`config.mk`:
```
export PLATFORM = sky130hd
export DESIGN_NAME = kpl_ram
export DESIGN_NICKNAME = d
export VERILOG_FILES = /design/src/rtl/kpl_ram.sv
export SDC_FILE = /design/constraint.sdc
export NUM_CORES = 1
export LEC_CHECK = 0
export ABC_CLOCK_PERIOD_IN_PS = 1800
export BUFFER_PORTS_ARGS = -buffer_cell sky130_fd_sc_hd__buf_4
export CELL_PAD_IN_SITES_DETAIL_PLACEMENT = 1
export CELL_PAD_IN_SITES_GLOBAL_PLACEMENT = 2
export CORE_MARGIN = 1
export CORE_UTILIZATION = 43
export DETAILED_ROUTE_END_ITERATION = 7
export PLACE_DENSITY_LB_ADDON = 0.1
export SLEW_MARGIN = 20
export SYNTH_ARGS = -nofsm -noshare
export SYNTH_HDL_FRONTEND = slang
export SYNTH_SLANG_ARGS = --single-unit
```
`constraint.sdc`:
```
create_clock -name clk -period 1.8 [get_ports clk]
set_clock_uncertainty 0.05 [all_clocks]
set_input_delay 0.27 -clock clk [delete_from_list [all_inputs] [get_ports clk]]
set_output_delay 0.27 -clock clk [all_outputs]
set_load 0.03 [all_outputs]
```
`src/rtl/kpl_ram.sv`:
```
`default_nettype none
// ----------------------------------------------------------------------------
// kpl_ram
// Simple dual-port RAM: one write port, one read port, registered read data.
// ----------------------------------------------------------------------------
module kpl_ram #(
    parameter int WIDTH  = 8,
    parameter int DEPTH  = 16,
    parameter int ADDR_W = $clog2(DEPTH)
) (
    input  wire logic              clk,
    input  wire logic              wr_en,
    input  wire logic [ADDR_W-1:0] wr_addr,
    input  wire logic [WIDTH-1:0]  wr_data,
    input  wire logic [ADDR_W-1:0] rd_addr,
    output logic      [WIDTH-1:0]  rd_data
);

    logic [WIDTH-1:0] mem [DEPTH];

    always_ff @(posedge clk)
    begin
        if (wr_en)
        begin
            mem[wr_addr] <= wr_data;
        end
    end

    always_ff @(posedge clk)
    begin
        rd_data <= mem[rd_addr];
    end

endmodule
`default_nettype wire

```
* Word-level counts from Yosys, hierarchy flattened
Memory sizes are Yosys's and may differ from the RTL's. A register that Yosys moved wholly into a read port is not among the register bits.
Cells that the tools add are included.
Widths: inputs -> output; s select.
** Storage, ports and cells
- Register bits after elaboration :: 0
- Latch bits :: 0
- Bits in writable memories :: 128
- Bits in read-only memories :: 0
- Input bits :: 18
- Output and inout port bits :: 8
- Memories kept :: 1
** Memory list
- mem :: depth 16, bits a word 8, rd ports 1, clocked after memory_dff 1, wr ports 1, line 19 : logic [WIDTH-1:0] mem [DEPTH];
** Cells by class
- Add/sub/neg operators :: 0
- $mul :: 0
- Div/mod/pow operators :: 0
- $lt $le $gt $ge :: 0
- Equality and inequality tests :: 0
- Shift operators :: 0
- Mux-type cells :: 2
- Bitwise gates (word level) :: 0
- Reduce and logical (&&, ||, !) cells :: 0
** Operators by type and width (count)
- $mux 1 :: 2

* Depth between registers and ports, before layout
- Word-level depth :: 2
- Mapped depth :: 5

* Worst setup path before layout
No wires, ideal clock.
- Path kind :: input to register
- From :: in wr_addr[2]
- To :: mem mem[0][0], enable pin
- Setup time :: 383 ps
- Data arrival time :: 1380 ps
- Data required time :: 1367 ps
- Path slack :: -13 ps
- Stages :: 2
- Path buffers :: 0
- Cell sequence :: or3b_2 nor3_1
** RTL lines
- from (decl) :: line 13 : input wire logic [ADDR_W-1:0] wr_addr,
- to (decl) :: line 19
Straight into the memory's write port.

==> results.toml <==
[drt]
drt_iter0_markers = 150
ant_nets = 0
wl_per_cell_um = 25.1
firstDrtPassIters = 6
num_vias = 2460
routed_via_density = 5.57
route.detailed.drc = 4
finalWirelength_um = 11100

[sta]
tightest_slew_ns = 0.449
fmax_mhz = 677
maxSlewViolCount = 0
finalCritPeriodShare = 0.820
setup_tns_ns = 0
rsz0062_at_grt = "false"
slew-limit-headroom = 0.701
hold_slack_ns = 0.117
setup_violations = 0
fin_crit_ns = 1.48
hold_viol = 0

[cells_and_area]
nets = 304
fin_util = 0.537
antennaDiodeCount = 0
final-instance-count-excl-fill = 442
num-fill-cells = 1019
layout-drive-gt1-share = 0.318
areaGrowthSynthToFinish_pct = 20.6

[grt]
grt_use_total = 0.197
grt_pass1_vias = 2647
antenna_found_initial = 0
grt_overflow = 0
grt_pass1_wl_um = 16800
grt_max_degree = 18

[run_status]
status = "finished, violations left"
violations = "design-rule violations"

[clocking]
cts_tree = "yes"
cts_buffers = 17
cts_resized = 0
cts_setup_buffers = 0
cts-hold-fix-buffers = 0
clkSinkCount = 136
clock_path_buffers = 2
clock_latency_ns = 0.41
root_buffer = "clkbuf_16"
clk_pin_slew_ns = 0.06
htreeDepth = 4

[yosys]
synth_compound_area_frac = 0.0233
synthXorXnorAreaFrac = 0
synth-main-ff-cell = "edfxtp_1"
synth.area.top_cells = "edfxtp_1 (75%), mux4_2 (7.9%), mux4_1 (7.1%)"
synth_area_mm2 = 0.00515
synth-simple-area-share = 0.0318
ys_warn_count = 0
synthMuxAreaShare = 0.150
synth-seq-cells = 136
netlist_instances = 229
yosysTopAreaCellShare = 0.747
synth_area_per_cell_um2 = 22.5
synth_cell_types = 19
synth_top_area_cell = "edfxtp_1"
synth_edf_count = 128
async_flop_share = 0
synth_top_family_by_area = "multiplexers"
synth.yosys.seq_area_share = 0.778
synthAdderAreaFrac = 0
synth_fp_nets = 247

[setup_path]
start_kind = "register"
crit_slowest_cell = "mux4_2"
worst-setup-path-type = "reg -> reg"
path_delay_family = "multiplexers"
cp-end-kind = "register"
critPathMaxFanout = 1
worstPathRequired_ns = 2.05
cp.buffers_inverters = 1
worst-endpoint-arrival_ns = 1.72
crit_chain = "mux4_2, a22oi_1, buf_4, nand2_1"
critPathMaxStageDelay_ns = 0.48

[floorplan]
initial_core_util = 0.445
die_x_um = 111
die-area_mm2 = 0.0124
coreArea_mm2 = 0.0116
num_rows = 39
fp.dieH_um = 111
io_pins = 26

[power]
p_leak_nw = 2.12
peakVddDrop_v = 0.000661
pwr_density_cell_mw_per_mm2 = 1170

[worst_hold_path]
min_path_type = "in -> reg"

[place]
dp_hpwl_um = 7180
placedCellCount = 410
place.gp.congestion = 0.695
port_buffers = 25

[job]
cap_viol_max_count = 0
==> cells in the mapped netlist, drive strengths merged (2+ instances only) <==
cell and n:
a22oi 16, buf 7, clkdlybuf4s25 3, dfxtp 8, edfxtp 128, mux4 32
nand2 9, nand2b 2, nand3b 2, nor2 13, nor3 4
==> through the flow <==
step	instance area [um2]	power, mW	setup slack, ns
6_report	6210	7.29	0.323
5_1_grt	6210	7.50	0.280
4_1_cts	6210	7.36	0.318
3_5_place_dp	5640	4.05	0.0554
3_3_place_gp	5640	4.04	0.101
2_1_floorplan	5150	3.84	0.214
==> placed cells by master (no fill, tap or decap), drive strengths merged <==
cell type	Yosys	layout
dfxtp	8	8
clkinvlp	0	2
and2	1	1
nor2b	1	1
or3b	1	1
nand2	9	9
clkinv	0	5
nand3	1	1
bufinv	0	2
nand2b	2	2
mux4	32	32
edfxtp	128	128
nor2	13	13
nand3b	2	2
and2b	1	1
buf	7	48
clkbuf	0	23
nor3	4	4
a22oi	16	16
==> cell type report <==
type / instances / area (um2) / area share
Multi-Input combinational cell: 83 / 1060 / 0.171
Clock buffer: 23 / 468 / 0.0754
Clock inverter: 9 / 98.8 / 0.0159
Sequential cell: 136 / 4000 / 0.645
Timing Repair Buffer: 48 / 398 / 0.0641
Tap cell: 143 / 179 / 0.0288
==> worst paths after layout <==
path | startpoint | end | slack (ns) | cells after the start
worst max register to register | mem[3][4]$_DFFE_PP_ | rd_data[4]$_DFF_P_ | 0.32 | 4
worst min-delay path | wr_data[0] | mem[12][0]$_DFFE_PP_ | 0.12 | 1
worst max-delay path | mem[3][4]$_DFFE_PP_ | rd_data[4]$_DFF_P_ | 0.32 | 4
worst min register to register | mem[12][4]$_DFFE_PP_ | rd_data[4]$_DFF_P_ | 0.63 | 3
==> sequential cells by signal, indices dropped and copies added (netlist names) <==
signal   cells
rd_data      8
mem        128
==> where the power goes <==
| part | internal (mW) | switching [mW] | total (mW) |
|---|---|---|---|
| sequential | 3.54 | 0.0225 | 3.56 |
| combinational | 0.175 | 0.237 | 0.412 |
| clock | 2.10 | 1.22 | 3.31 |
| total | 5.81 | 1.48 | 7.29 |
==> logic make-up after synthesis <==
kind of cell / after synthesis
AOI/OAI and AO/OA: 16
buffers and inverters: 10
DFF: 136
muxes: 32
and+or+nand+nor: 35
==> routing by layer <==
metal	global-route usage	vias to the layer above	wire length [um]	part of all wire
met1	0.265	1314	5220	0.47
met2	0.314	52	5440	0.49
met3	0.0506	11	339	0.031
met4	0.0676	0	102	0.0092
li1	-	1083	-	-
met5	0	-	0	0
Note: power is estimated with default switching activity, not from simulation.
